File: src/chp_pkg.sv
// ----------------------------------------------------------------------------
// Container header parser package
// Shared widths, status codes, register indexes and phase type.
// ----------------------------------------------------------------------------
package chp_pkg;

    localparam int unsigned ByteW     = 8;
    localparam int unsigned LenW      = 32;
    localparam int unsigned PlaceW    = 24;
    localparam int unsigned StatusW   = 2;
    localparam int unsigned CfgAddrW  = 2;
    localparam int unsigned EntryIdxW = 3;

    // s_tdata: data_byte, container_length
    localparam int unsigned SDataW = 40;
    // m_tdata: status, four place fields, zero padded to whole bytes
    localparam int unsigned MFieldW = StatusW + 4 * PlaceW;
    localparam int unsigned MDataW  = ((MFieldW + 7) / 8) * 8;

    typedef enum logic [StatusW-1:0] {
        ST_OK        = 2'd0,
        ST_SHORT     = 2'd1,
        ST_BOUNDS    = 2'd2,
        ST_MISSING   = 2'd3
    } status_t;

    typedef enum logic [CfgAddrW-1:0] {
        CFG_TYPE_CODE  = 2'd0,
        CFG_BINARY_ID  = 2'd1,
        CFG_STRING_ID  = 2'd2,
        CFG_UNUSED     = 2'd3
    } cfg_idx_t;

    // byte positions within an 8-byte entry
    localparam logic [EntryIdxW-1:0] POS_TYPE = 3'd0;
    localparam logic [EntryIdxW-1:0] POS_ID   = 3'd1;
    localparam logic [EntryIdxW-1:0] POS_OFS0 = 3'd2;
    localparam logic [EntryIdxW-1:0] POS_OFS1 = 3'd3;
    localparam logic [EntryIdxW-1:0] POS_OFS2 = 3'd4;
    localparam logic [EntryIdxW-1:0] POS_LAST = 3'd7;

    typedef enum logic [2:0] {
        PH_IDLE    = 3'b001,
        PH_ENTRIES = 3'b010,
        PH_DONE    = 3'b100
    } phase_t;

endpackage

File: src/container_header_parser.sv
// ----------------------------------------------------------------------------
// Container header parser
// Walks the header of a binary container and reports repository places.
// ----------------------------------------------------------------------------
// Usage:
//   Input stream (s_*): one header byte per word. s_tuser high marks the
//   count byte of a new container; container_length is sampled with it.
//   A start word aborts whatever container was in progress.
//   Output stream (m_*): one word per container carrying status and the
//   offset/length of the binary and string repositories (zero where not
//   recorded, all zero for status short or out of bounds).
//   Config port: cfg_wr_en/cfg_addr/cfg_wr_data, write only, index 0 type
//   code, 1 binary id, 2 string id. Write only while idle.
// Result: the word is registered, valid in the cycle after the input word that
//   completes it (a start word, or the last byte of an out-of-bounds or last entry).
// Throughput: one input word per cycle while s_tready is high; the whole
//   per-byte update, including the 25-bit bounds add and compare, sits
//   between the input handshake and the state and output registers.
// Stall: the output register holds a result until taken; s_tready stays
//   high while the output is empty or being drained in the same cycle.
// Reset: aresetn synchronous active low; parser returns to waiting for a
//   start word, output empties, registers return to 0 / 0 / 1.
// ----------------------------------------------------------------------------
module container_header_parser
    import chp_pkg::*;
(
    input  logic                  aclk,
    input  logic                  aresetn,
    // config write port
    input  logic                  cfg_wr_en,
    input  logic [CfgAddrW-1:0]   cfg_addr,
    input  logic [ByteW-1:0]      cfg_wr_data,
    // input stream
    input  logic                  s_tvalid,
    output logic                  s_tready,
    input  logic [SDataW-1:0]     s_tdata,   // [7:0] data_byte, [39:8] container_length
    input  logic                  s_tuser,   // [0] start_req
    // result stream
    output logic                  m_tvalid,
    input  logic                  m_tready,
    output logic [MDataW-1:0]     m_tdata    // [1:0] status, [25:2] binary_offset,
                                             // [49:26] binary_length,
                                             // [73:50] string_offset,
                                             // [97:74] string_length, rest zero
);

    // config registers
    logic [ByteW-1:0] type_code_reg;
    logic [ByteW-1:0] binary_id_reg;
    logic [ByteW-1:0] string_id_reg;

    // parser state
    phase_t                 phase_reg, phase_next;
    logic [ByteW-1:0]       left_reg, left_next;
    logic [EntryIdxW-1:0]   pos_reg, pos_next;
    logic [LenW-1:0]        total_reg, total_next;
    logic [ByteW-1:0]       etype_reg, etype_next;
    logic [ByteW-1:0]       eid_reg, eid_next;
    logic [PlaceW-1:0]      eofs_reg, eofs_next;
    logic [PlaceW-1:0]      esize_reg, esize_next;
    logic                   bseen_reg, bseen_next;
    logic                   sseen_reg, sseen_next;
    logic [2*PlaceW-1:0]    bplace_reg, bplace_next;
    logic [2*PlaceW-1:0]    splace_reg, splace_next;

    // output register
    logic                   m_valid_reg;
    logic [MDataW-1:0]      m_data_reg, m_data_next;

    logic                   accept;
    logic                   emit;
    status_t                status;
    logic [ByteW-1:0]       din;
    logic [LenW-1:0]        din_len;
    logic [ByteW+EntryIdxW:0] hdr_need;   // 1 + 8 * count
    logic [PlaceW:0]        end_sum;      // offset + length of entry
    logic                   places;

    assign din      = s_tdata[ByteW-1:0];
    assign din_len  = s_tdata[ByteW +: LenW];
    assign s_tready = !m_valid_reg || m_tready;
    assign accept   = s_tvalid && s_tready;
    assign hdr_need = {1'b0, din, {EntryIdxW{1'b0}}} + {{(ByteW+EntryIdxW){1'b0}}, 1'b1};
    // last size byte arrives with the closing word
    assign end_sum  = {1'b0, eofs_reg} + {1'b0, esize_reg[PlaceW-ByteW-1:0], din};

    always_comb begin
        phase_next  = phase_reg;
        left_next   = left_reg;
        pos_next    = pos_reg;
        total_next  = total_reg;
        etype_next  = etype_reg;
        eid_next    = eid_reg;
        eofs_next   = eofs_reg;
        esize_next  = esize_reg;
        bseen_next  = bseen_reg;
        sseen_next  = sseen_reg;
        bplace_next = bplace_reg;
        splace_next = splace_reg;
        emit        = 1'b0;
        status      = ST_OK;

        if (accept && s_tuser) begin
            total_next = din_len;
            left_next  = din;
            pos_next   = '0;
            bseen_next = 1'b0;
            sseen_next = 1'b0;
            if (din_len == '0 ||
                {{(LenW-ByteW-EntryIdxW-1){1'b0}}, hdr_need} > din_len) begin
                emit   = 1'b1;
                status = ST_SHORT;
            end else if (din == '0) begin
                emit   = 1'b1;
                status = ST_MISSING;
            end else begin
                phase_next = PH_ENTRIES;
            end
        end else if (accept && phase_reg == PH_ENTRIES) begin
            case (pos_reg) inside
                POS_TYPE:                     etype_next = din;
                POS_ID:                       eid_next   = din;
                POS_OFS0, POS_OFS1, POS_OFS2: eofs_next  = {eofs_reg[PlaceW-ByteW-1:0], din};
                default:                      esize_next = {esize_reg[PlaceW-ByteW-1:0], din};
            endcase

            if (pos_reg != POS_LAST) begin
                pos_next = pos_reg + 1'b1;
            end else begin
                pos_next = '0;
                if ({{(LenW-PlaceW-1){1'b0}}, end_sum} > total_reg) begin
                    emit   = 1'b1;
                    status = ST_BOUNDS;
                end else begin
                    if (etype_reg == type_code_reg) begin
                        // equal ids resolve to the binary repository
                        if (eid_reg == binary_id_reg) begin
                            bplace_next = {eofs_reg, esize_next};
                            bseen_next  = 1'b1;
                        end else if (eid_reg == string_id_reg) begin
                            splace_next = {eofs_reg, esize_next};
                            sseen_next  = 1'b1;
                        end
                    end
                    left_next = left_reg - 1'b1;
                    if (left_reg == {{(ByteW-1){1'b0}}, 1'b1}) begin
                        emit   = 1'b1;
                        status = (bseen_next && sseen_next) ? ST_OK : ST_MISSING;
                    end
                end
            end
        end

        if (emit) begin
            phase_next = PH_DONE;
        end

        // places reported only for ok / missing
        places      = (status == ST_OK) || (status == ST_MISSING);
        m_data_next = '0;
        m_data_next[StatusW-1:0] = status;
        if (places && bseen_next) begin
            m_data_next[StatusW +: 2*PlaceW] = {bplace_next[PlaceW-1:0],
                                                bplace_next[2*PlaceW-1:PlaceW]};
        end
        if (places && sseen_next) begin
            m_data_next[StatusW+2*PlaceW +: 2*PlaceW] = {splace_next[PlaceW-1:0],
                                                         splace_next[2*PlaceW-1:PlaceW]};
        end
    end

    // config writes
    always_ff @(posedge aclk) begin
        if (!aresetn) begin
            type_code_reg <= '0;
            binary_id_reg <= '0;
            string_id_reg <= 8'd1;
        end else if (cfg_wr_en) begin
            unique case (cfg_idx_t'(cfg_addr))
                CFG_TYPE_CODE: type_code_reg <= cfg_wr_data;
                CFG_BINARY_ID: binary_id_reg <= cfg_wr_data;
                CFG_STRING_ID: string_id_reg <= cfg_wr_data;
                default:       ;
            endcase
        end
    end

    // control state
    always_ff @(posedge aclk) begin
        if (!aresetn) begin
            phase_reg   <= PH_IDLE;
            left_reg    <= '0;
            pos_reg     <= '0;
            total_reg   <= '0;
            bseen_reg   <= 1'b0;
            sseen_reg   <= 1'b0;
            m_valid_reg <= 1'b0;
        end else begin
            phase_reg <= phase_next;
            left_reg  <= left_next;
            pos_reg   <= pos_next;
            total_reg <= total_next;
            bseen_reg <= bseen_next;
            sseen_reg <= sseen_next;
            if (emit) begin
                m_valid_reg <= 1'b1;
            end else if (m_tready) begin
                m_valid_reg <= 1'b0;
            end
        end
    end

    // payload
    always_ff @(posedge aclk) begin
        etype_reg  <= etype_next;
        eid_reg    <= eid_next;
        eofs_reg   <= eofs_next;
        esize_reg  <= esize_next;
        bplace_reg <= bplace_next;
        splace_reg <= splace_next;
        if (emit) begin
            m_data_reg <= m_data_next;
        end
    end

    assign m_tvalid = m_valid_reg;
    assign m_tdata  = m_data_reg;

endmodule

File: config.mk
export PLATFORM = sky130hd
export DESIGN_NAME = container_header_parser
export DESIGN_NICKNAME = d
export VERILOG_FILES = /design/src/chp_pkg.sv /design/src/container_header_parser.sv
export SDC_FILE = /design/constraint.sdc
export NUM_CORES = 1
export LEC_CHECK = 0
export BUFFER_PORTS_ARGS = -buffer_cell sky130_fd_sc_hd__buf_2
export CAP_MARGIN = 30
export CORE_MARGIN = 2
export CORE_UTILIZATION = 45
export CTS_BUF_LIST = sky130_fd_sc_hd__clkbuf_8
export DETAILED_ROUTE_END_ITERATION = 7
export PLACE_DENSITY = 0.73
export SLEW_MARGIN = 20
export SYNTH_ARGS = -nofsm -noshare
export SYNTH_HDL_FRONTEND = slang
export SYNTH_SLANG_ARGS = --single-unit
export TNS_END_PERCENT = 50
File: constraint.sdc
create_clock -name aclk -period 9.8 [get_ports aclk]
set_clock_uncertainty 0.05 [all_clocks]
set_input_delay 2.94 -clock aclk [delete_from_list [all_inputs] [get_ports aclk]]
set_output_delay 2.94 -clock aclk [all_outputs]
set_load 0.005 [all_outputs]
# Word level (Yosys, flattened, before mapping)
# Cells that the tools add are included.
[word_totals]
inputBits = 56
out_inout_bits = 106
word_cells = 143
regBits = 331
[classes]
bitwise_logic = 6
reduce_logical = 31
eq_ne = 17
order_cmp = 2
n_mux = 63
add_sub_neg = 4
[ops]
columns = ["operator", "count"]
rows = [
  ["$mux 48", 13],
  ["$mux 24", 3],
  ["$gt 12x32->1", 1],
  ["$gt 25x32->1", 1],
  ["$logic_not 32->1", 1],
  ["$mux 8", 4],
  ["$mux 1", 30],
  ["$add 24x24->25", 1],
  ["$eq 8x8->1", 3],
  ["$mux 2", 8],
  ["$mux 3", 5],
  ["$add 11x1->12 const B", 1],
  ["$reduce_and 3->1", 4],
  ["$eq 3x2->1 const B", 3],
  ["$eq 8x1->1 const B", 1],
  ["$logic_not 8->1", 1],
  ["$ne 2x2->1 const B", 4],
  ["$reduce_and 2->1", 4],
  ["$sub 8x1->8 const B", 1],
  ["$logic_and 1x1->1", 6],
  ["$not 1->1", 6],
  ["$reduce_bool 2->1", 3],
  ["$reduce_and 5->1", 1],
  ["$eq 2x2->1 const B", 2],
  ["12 further kinds", 16],
]

# Longest topological paths before layout
# Gate-level depths: netlist (run 1).
[depth]
word_depth = 18
ltp_mapped = 20

# Worst setup path after synthesis (run 1)
# OpenSTA, ideal clock, no wires.
[synth_path]
kind = "input to register"
start = "in s_tdata[4]"
end = "reg m_data_reg[0], in the netlist m_tdata[0] (enable)"
path_stages = 16
arrival_ns = 7.552
slack_ns = 1.783
cell_sequence = "ha_1 > a21oi_1 > nand2_1 > a2111oi_0 > o21a_1 > o21ai_0 > o21a_1 > o311a_1 > ha_1 > nand2_1 > nor3_1 > a31o_2 > nor4_4 > a21oi_1 > o211ai_1 > or2_2"
[synth_via]
elab_chain_cells = 6
elab_cells_between_ends = 12
classes_between = "2 x add/sub; 2 x order compare; 6 x mux; 2 x reduce/logical"
[synth_lines]
columns = ["item", "line", "source"]
rows = [
  ["from (decl)", "container_header_parser.sv:36", "input logic [SDataW-1:0] s_tdata,"],
  ["$add 24x24->25", "container_header_parser.sv:85", "assign end_sum = {1'b0, eofs_reg} + {1'b0, esize_reg[PlaceW-ByteW-1:0], din};"],
  ["$gt 25x32->1", "container_header_parser.sv:131", "if ({{(LenW-PlaceW-1){1'b0}}, end_sum} > total_reg) begin"],
  ["$mux 1", "container_header_parser.sv:131", ""],
  ["$mux 1", "container_header_parser.sv:127", "if (pos_reg != POS_LAST) begin"],
  ["$mux 1", "container_header_parser.sv:119", "end else if (accept && phase_reg == PH_ENTRIES) begin"],
  ["$mux 1 *", "container_header_parser.sv:103", "if (accept && s_tuser) begin"],
  ["via emit", "container_header_parser.sv:71", "logic emit;"],
  ["to (signal assigned)", "container_header_parser.sv:222", "m_data_reg <= m_data_next;"],
  ["to (decl)", "container_header_parser.sv:68", "logic [MDataW-1:0] m_data_reg, m_data_next;"],
]
# Mark *: on every way through the listed nets, which the timed path passes. The rest lies on a longest branch.
# A chain may end at the register's enable or synchronous reset.

# Worst setup path after layout (run 1)
[layout_path]
start = "in s_tdata[4]"
end = "reg m_data_reg[6], in the netlist m_tdata[6] (enable)"
# The elaborated chain is that of the path after synthesis.

==> metrics.log, run 1 <==
INFO  metric status = finished clean
INFO  metric power.static_leakage = 6.15 nW
INFO  metric setup.worst_path.start_class = input pin
INFO  metric numCtsBuffers = 51
INFO  metric vias_per_cell = between 5 and 6
INFO  metric clkLatencyLatePin = between 0.5 and 0.6 ns
INFO  metric min-delay-path-class = reg -> reg
INFO  metric peakVddDrop = between 0.08 and 0.09 mV
INFO  metric clk_root_buffer_cell = clkbuf_8
INFO  metric post_synth_and_or_nand_nor_area_fraction = about an eighth
INFO  metric design.die.area = roughly 34,000 um^2
INFO  metric crit_type = in -> reg
INFO  metric netlist.top_cell.by_area = edfxtp_1
INFO  metric drt_wl_total = roughly 34,000 um
INFO  metric grt-ovfl-total = 0
INFO  metric synth_common_cells = dfxtp_1, edfxtp_1, nand2_1, a21oi_1, nor2b_1
INFO  metric placement.io_buffers = roughly 160
INFO  metric timing.rr.start = esize_reg[0]$_DFFE_PP_
INFO  metric total_power = between 2 and 3 mW
INFO  metric synth-edff-count = around 160
INFO  metric core_area = between 30,000 and 40,000 um^2
INFO  metric grt_pass1_vias = just under 10,000
INFO  metric layout-drive-gt1-share = approximately a fifth
INFO  metric setup_viol_count_final = 0
INFO  metric clkSlewWorstSetupHoldPaths = ~0.060 ns
INFO  metric number_of_flip_flops_under_the_largest_register_name = ~100
INFO  metric floorplan.die.width = about 190 um
INFO  metric grt_first_pass_wirelength = 53,200 um
INFO  metric hold_viol = 0
INFO  metric synth_top_area_share = 32.8%
INFO  metric drtAntennaViolNets = 0
INFO  metric timing.critical_path.arrival = 8.13 ns
INFO  metric muxShareOfSynthArea = roughly 7%
INFO  metric synth_instances = 1,303
INFO  metric main_combinational_cell_family_by_area_after_synthesis = simple AND/OR/NAND/NOR gates
INFO  metric yosys.area_share.adder = under 10%
INFO  metric rsz0062_at_grt = false
INFO  metric power.density_cell_area = approximately 160 nW/um^2
INFO  metric critical_path.endpoint_type = register
INFO  metric drt_drc_violations_left = 0
INFO  metric drv_cap = 0
INFO  metric fill_cells = 2,847
INFO  metric number_of_antenna_violations_at_the_first_check_in_global_routing = 0
INFO  metric worst_setup_path_startpoint = s_tdata[4]
INFO  metric cts_htree_levels = 2
INFO  metric cts_hold_repair.buffers = 0
INFO  metric post-synth-top-count-cell = dfxtp_1
INFO  metric drt_iter0_markers = 730
INFO  metric post_cts_resized = 0
INFO  metric avgRoutedWirePerCell = 17.6 um
INFO  metric placementRows = 66
INFO  metric setup_total_negative_slack = 0 ns
INFO  metric timing.max_slew.rel_slack = 36.3%
INFO  metric floorplan.die.height = around 190 um
INFO  metric gp_routability_congestion = around 0.91
INFO  metric synth_warnings = 0
INFO  metric synth.ff_latch_count = roughly 330
INFO  metric syn-cell-area = approximately 15,000 um^2
INFO  metric place.detailed.hpwl = between 20,000 and 25,000 um
INFO  metric dr_total_vias = ~10,000
INFO  metric top_level_ports = ~160
INFO  metric worst-path-max-fanout = 50
INFO  metric netlist-cell-type-count = 64
INFO  metric layout.nets = between 1,500 and 2,000
INFO  metric setup_fix_buffers_added_after_clock_tree_synthesis = 0
INFO  metric yosys.area_share.xor_xnor = approximately 2.5%
INFO  metric synth.yosys.seq_area_share = about 56%
INFO  metric clkSinkCount = ~330
INFO  metric post_synth.cell_area_avg = roughly 11 um^2
INFO  metric synth.top_cells.by_area = edfxtp_1, dfxtp_1, ha_1
INFO  metric cts.path.max_buffers = 3
INFO  metric min_period_over_period = between 80% and 90%
INFO  metric synth_compound_gate_area_share = a little under an eighth
INFO  metric period_minus_slack = 7.94 ns
INFO  metric worst_slew_pin_slew = 0.947 ns
INFO  metric async_flop_share = 0%
INFO  metric fmax = 126 MHz
INFO  metric initial_core_utilization = approximately 46%
INFO  metric tritoncts = done
INFO  metric track_usage = between 10% and 20%
INFO  metric worst-endpoint-required = 9.99 ns
INFO  metric pin_count_of_the_biggest_net_entering_global_routing = slightly below 100
INFO  metric syn2layout_area_growth = 15.3%
INFO  metric pre_antenna_drt_iters = 6
INFO  metric antenna-diode-count = 0
INFO  metric synth-main-ff-cell = dfxtp_1
INFO  metric hold_start = phase_reg[0]$_SDFFE_PN1P_
INFO  metric slew_viol_final = 0
==> final cells by class <==
class	count	area [um^2]	area share, %
flip-flops and latches	331	8250	48.3
well taps	442	553	3.24
inverters	77	289	1.69
clock buffers	65	895	5.24
clock inverters	31	198	1.16
repair buffers	170	936	5.48
multi-input cells	837	5960	34.9
==> where the power goes <==
part | total [mW] | switching (mW) | internal (mW)
logic | 0.128 | 0.0760 | 0.0524
clock network | 1.19 | 0.534 | 0.655
registers | 1.46 | 0.00868 | 1.45
==> per-layer routing <==
metal | vias up | wire [um] | GRT usage, %
met5 | - | 0 | 0
met2 | 287 | 16600 | 34.1
met4 | 0 | 580 | 5.05
met3 | 43 | 2040 | 3.95
met1 | 4924 | 15100 | 25.9
li1 | 4992 | - | -
==> kinds of logic after synthesis <==
| group | Yosys count |
|---|---|
| simple gates | 368 |
| flops | 331 |
| compound gates | 257 |
| buf+inv | 140 |
| mux | 99 |
| fa+ha+maj | 64 |
| xor+xnor | 43 |
| other cells | 1 |
==> worst max-delay path: stages <==
cell,delay (ns)
buf_2,0.18
ha_1,0.39
a21oi_1,0.17
nand2_1,0.09
a2111oi_0,0.38
o21a_1,0.25
o21ai_0,0.26
o21a_1,0.29
o311a_1,0.34
ha_1,0.29
nand2_1,0.16
nor3_1,0.08
a31o_2,0.23
nor4_4,0.36
a21oi_1,0.27
o211ai_1,0.39
or2_4,0.67
buf_12,0.34
==> cells in the final DEF (no fill, tap or decap), types with 4 or more instances in the layout <==
| cell type | count |
|---|---|
| a31o_2 | 4 |
| mux2_2 | 9 |
| a31oi_1 | 5 |
| buf_12 | 4 |
| a21oi_1 | 88 |
| conb_1 | 6 |
| mux2_1 | 40 |
| nand3_1 | 23 |
| and4_1 | 4 |
| buf_2 | 156 |
| nor3_1 | 13 |
| nand4_1 | 10 |
| xnor2_1 | 41 |
| o21a_1 | 7 |
| o211ai_1 | 12 |
| nand2_1 | 96 |
| nor2_2 | 22 |
| or4_1 | 4 |
| dfxtp_1 | 169 |
| nor2b_1 | 78 |
| a211oi_1 | 45 |
| nor2_1 | 64 |
| buf_4 | 10 |
| o21ai_0 | 20 |
| a21boi_0 | 35 |
| or3_1 | 4 |
| nor3b_1 | 4 |
| clkinv_2 | 9 |
| nand2b_1 | 7 |
| nor4_1 | 14 |
| edfxtp_1 | 162 |
| mux2i_1 | 50 |
| a21o_1 | 10 |
| a211oi_2 | 7 |
| o21bai_1 | 4 |
| nor4b_1 | 4 |
| ha_1 | 63 |
| and3_1 | 6 |
| inv_1 | 94 |
| clkbuf_8 | 65 |
==> metrics by stage <==
stage | hold WS, ns | cells | utilization (%) | cell area (um^2) | worst slack, ns
after floorplan | 0.372 | 1308 | - | 14800 | 1.78
after global placement | 0.383 | 1855 | 49.2 | 16000 | 1.44
after detailed placement | 0.388 | 1857 | 49.3 | 16000 | 1.31
after CTS | 0.398 | 1953 | 52.6 | 17100 | 1.91
after global routing | 0.419 | 1953 | 52.6 | 17100 | 1.51
final | 0.396 | 1953 | 52.6 | 17100 | 1.86
==> final timing paths <==
path | slack (ns) | depth (start not counted) | to
min | 0.40 | 2 | phase_reg[0]$_SDFFE_PN1P_
min reg2reg | 0.40 | 2 | phase_reg[0]$_SDFFE_PN1P_
max reg2reg | 3.92 | 17 | m_tdata[6]$_SDFFCE_PN0P_
max | 1.86 | 18 | m_tdata[6]$_SDFFCE_PN0P_
No activity file was read; power rests on OpenSTA's default activity.
==> inputs of run 2 (changes only) <==
--- a/config.mk
+++ b/config.mk
@@ -5,13 +5,14 @@
 export SDC_FILE = /design/constraint.sdc
 export NUM_CORES = 1
 export LEC_CHECK = 0
+export ABC_AREA = 1
 export BUFFER_PORTS_ARGS = -buffer_cell sky130_fd_sc_hd__buf_2
 export CAP_MARGIN = 30
 export CORE_MARGIN = 2
 export CORE_UTILIZATION = 45
 export CTS_BUF_LIST = sky130_fd_sc_hd__clkbuf_8
 export DETAILED_ROUTE_END_ITERATION = 7
-export PLACE_DENSITY = 0.73
+export PLACE_DENSITY = 0.75
 export SLEW_MARGIN = 20
 export SYNTH_ARGS = -nofsm -noshare
 export SYNTH_HDL_FRONTEND = slang
==> constraint.sdc (replaced) <==
create_clock -name aclk -period 7.2 [get_ports aclk]
set_clock_uncertainty 0.05 [all_clocks]
set_input_delay 2.16 -clock aclk [delete_from_list [all_inputs] [get_ports aclk]]
set_output_delay 2.16 -clock aclk [all_outputs]
set_load 0.005 [all_outputs]
==> metrics.log, run 2 <==
INFO  metric drv_cap = 0
INFO  metric worst_slew_pin_slew = roughly 0.91 ns
INFO  metric initial_core_utilization = 45.7%
INFO  metric grt_pass1_vias = approximately 11,000
INFO  metric tritoncts = done
INFO  metric cts_hold_repair.buffers = 0
INFO  metric synth_common_cells = nand2_1, inv_1, o21ai_0, dfxtp_1, edfxtp_1
INFO  metric floorplan.die.width = roughly 190 um
INFO  metric cts_htree_levels = 2
INFO  metric syn2layout_area_growth = 15.3%
INFO  metric seq_power_share = between 50% and 60%
INFO  metric worst_path_most_repeated_cell = nand2_1
INFO  metric clkSlewWorstSetupHoldPaths = roughly 0.06 ns
INFO  metric synth_instances = 1,666
INFO  metric post_cts_resized = 0
INFO  metric worst-path-max-fanout = 65
INFO  metric status = finished clean
INFO  metric clkLatencyLatePin = around 0.62 ns
INFO  metric drt_iter0_markers = roughly 800
INFO  metric hold_viol = 0
INFO  metric finalNonFillerCells = 2,322
INFO  metric place_ws = between 0.5 and 0.6 ns
INFO  metric power.density_cell_area = between 200 and 250 nW/um^2
INFO  metric share_clk_of_total_power = 40.3%
INFO  metric vias_per_cell = 4.93
INFO  metric grt-ovfl-total = 0
INFO  metric synth.yosys.seq_area_share = 55.5%
INFO  metric synth_top_area_share = between 30 and 40%
INFO  metric layout-drive-gt1-share = between 15 and 20%
INFO  metric power.combinational.fraction = under 10%
INFO  metric layout_common_cells = inv_1, nand2_1, o21ai_0
INFO  metric synth-edff-count = 162
INFO  metric critical-path-max-stage-delay = approximately 0.65 ns
INFO  metric critical_path.endpoint_type = register
INFO  metric place.detailed.hpwl = about 25,000 um
INFO  metric power.static_leakage = approximately 7.8 nW
INFO  metric setup.worst_path.start_class = input pin
INFO  metric design.die.area = ~35,000 um^2
INFO  metric clkSinkCount = approximately 330
INFO  metric syn-cell-area = about 15,000 um^2
INFO  metric floorplan.die.height = about 190 um
INFO  metric timing.critical_path.arrival = roughly 6.3 ns
INFO  metric track_usage = around a fifth
INFO  metric switchingPower = 942 uW
INFO  metric synth.top_cells.by_area = edfxtp_1, dfxtp_1, nand2_1
INFO  metric grt_util_met3 = about 3.6%
INFO  metric worst-endpoint-required = ~7.4 ns
INFO  metric post_synth.cell_area_avg = about 9 um^2
INFO  metric min-delay-path-class = reg -> reg
INFO  metric internal_power = approximately 2.9 mW
INFO  metric number_of_flip_flops_under_the_largest_register_name = 98
INFO  metric layout.nets = 1,956
INFO  metric critical-path-slowest-cell = buf_4
INFO  metric drt_wl_total = roughly 35,000 um
INFO  metric drtAntennaViolNets = 0
INFO  metric avgRoutedWirePerCell = 15.0 um
INFO  metric core_area = around 33,000 um^2
INFO  metric netlist.top_cell.by_area = edfxtp_1
INFO  metric numCtsBuffers = 52
INFO  metric netlist-cell-type-count = 39
INFO  metric slew_viol_final = 0
INFO  metric synth.ff_latch_count = between 300 and 400
INFO  metric dp_cells = about 2,200
INFO  metric number_of_antenna_violations_at_the_first_check_in_global_routing = 0
INFO  metric cts.path.max_buffers = 3
INFO  metric clk_root_buffer_cell = clkbuf_8
INFO  metric timing.critical_path.max_delay_family = simple AND/OR/NAND/NOR gates
INFO  metric placementRows = between 60 and 70
INFO  metric timing.max_slew.rel_slack = around 40%
INFO  metric critical_path_buf_inv_count = 4
INFO  metric setup_fix_buffers_added_after_clock_tree_synthesis = 0
INFO  metric synth_warnings = 0
INFO  metric mostFrequentLayoutCell = inv_1
INFO  metric grt_first_pass_wirelength = roughly 55,000 um
INFO  metric async_flop_share = 0%
INFO  metric peakVddDrop = 0.128 mV
INFO  metric fmax = 164 MHz
INFO  metric gp_routability_congestion = around 0.9
INFO  metric rsz0062_at_grt = false
INFO  metric placement.io_buffers = 155
INFO  metric drt_drc_violations_left = 0
INFO  metric top_level_ports = 162
INFO  metric grt.busiest_layer = met2
INFO  metric post-synth-top-count-cell = nand2_1
INFO  metric min_period_over_period = between 80% and 90%
INFO  metric dr_total_vias = approximately 11,000
INFO  metric setup_total_negative_slack = 0 ns
INFO  metric period_minus_slack = just over 6 ns
INFO  metric worst_slack = about 1.1 ns
INFO  metric gr-usage-met2 = roughly 33%
INFO  metric crit_type = in -> reg
INFO  metric pre_antenna_drt_iters = 5
INFO  metric pin_count_of_the_biggest_net_entering_global_routing = just under 100
INFO  metric setup_viol_count_final = 0
INFO  metric antenna-diode-count = 0
INFO  metric met1_usage = between 20% and 30%
INFO  metric netSwitchingFraction = 24.4%
INFO  metric synth-main-ff-cell = dfxtp_1
INFO  metric crit_chain = buf_2 > inv_1 > fa_1 > inv_1 > nand3_1 > nand2_1 > a21boi_0 > o21ai_0 > a21oi_1 > o21bai_1 > xor2_1 > ha_1 > nand2_1 > nor3_1 > nand2_1 > nand2_1 > nand2_1 > nand2_1 > nand3_1 > nand3_4 > buf_4
## run 2: cell types whose count changed in the layout (fill, tap and decap cells not counted), sizes merged, moves of 27 or more
cell,change
inv,+205
nand2,+200
o21ai,+153
nor2,+106
nor2b,-78
mux2i,-50
mux2,-49
a211oi,-48
a21boi,-34
xnor2,-29
nand3,+27
## run 2: layer usage
layer  part of all wire (%)  wire length, um  vias up
met1                     46            15900     5252
met5                      0                0        -
met2                     46            15900      376
met4                    2.7              959        0
met3                    6.0             2090       75
li1                       -                -     5734
## run 2: cells by family after synthesis
logic type / count (synthesis) / synth area share, %
adders and majority gates: 64 / 5.44
AOI/OAI and AO/OA: 301 / 10.5
xor gates and xnor gates: 32 / 1.89
DFF: 331 / 55.5
other: 1 / 0.0252
and+or+nand+nor: 595 / 17.4
buffers and inverters: 342 / 9.22
## run 2: final timing paths
check	cells after the start	slack (ns)	start	to
setup / recovery	21	1.11	s_tdata[1]	m_tdata[27]$_SDFFCE_PN0P_
hold reg to reg	2	0.41	total_reg[9]$_SDFFE_PN0P_	total_reg[9]$_SDFFE_PN0P_
setup reg to reg	21	2.37	eofs_reg[0]$_DFFE_PP_	m_tdata[27]$_SDFFCE_PN0P_
hold / removal	2	0.41	total_reg[9]$_SDFFE_PN0P_	total_reg[9]$_SDFFE_PN0P_
## run 2: cell type report
type / count / area, um^2
multi-input combinational: 998 / 5290
sequential: 331 / 8250
tap: 442 / 553
fill: 3026 / 15400
clock inverter: 35 / 183
inverter: 282 / 1060
clock buffer: 63 / 867
timing repair buffer: 171 / 936
## run 2: per-stage QoR
stage                     utilization (%)  instance area, um^2  hold WS [ns]  total power [mW]
after floorplan                         -                14900         0.379              2.26
after global placement               49.3                16100         0.391              2.33
after detailed placement             49.4                16100         0.399              2.34
after CTS                            52.6                17100         0.408              3.89
after global routing                 52.7                17100         0.422              4.02
final                                52.7                17100         0.409              3.86
## run 2: power by group through the flow
stage	registers [mW]	clock network, mW	logic, mW
5_1_grt	2.04	1.67	0.299
2_1_floorplan	2.08	0	0.180
6_report	2.04	1.56	0.262
3_3_place_gp	2.08	0	0.247
3_5_place_dp	2.08	0	0.258
4_1_cts	2.04	1.59	0.260
## run 2: worst reg2reg max path, stage by stage, from the launching register on
cell and delay [ns]:
edfxtp_1 0.48, ha_1 0.22, inv_1 0.06, fa_1 0.40
inv_1 0.07, nand3_1 0.06, nand2_1 0.15, a21boi_0 0.15
o21ai_0 0.27, a21oi_1 0.15, o21bai_1 0.27, xor2_1 0.16
ha_1 0.30, nand2_1 0.08, nor3_1 0.27, nand2_1 0.08
nand2_1 0.07, nand2_1 0.05, nand2_1 0.09, nand3_1 0.17
nand3_4 0.15, buf_4 0.65
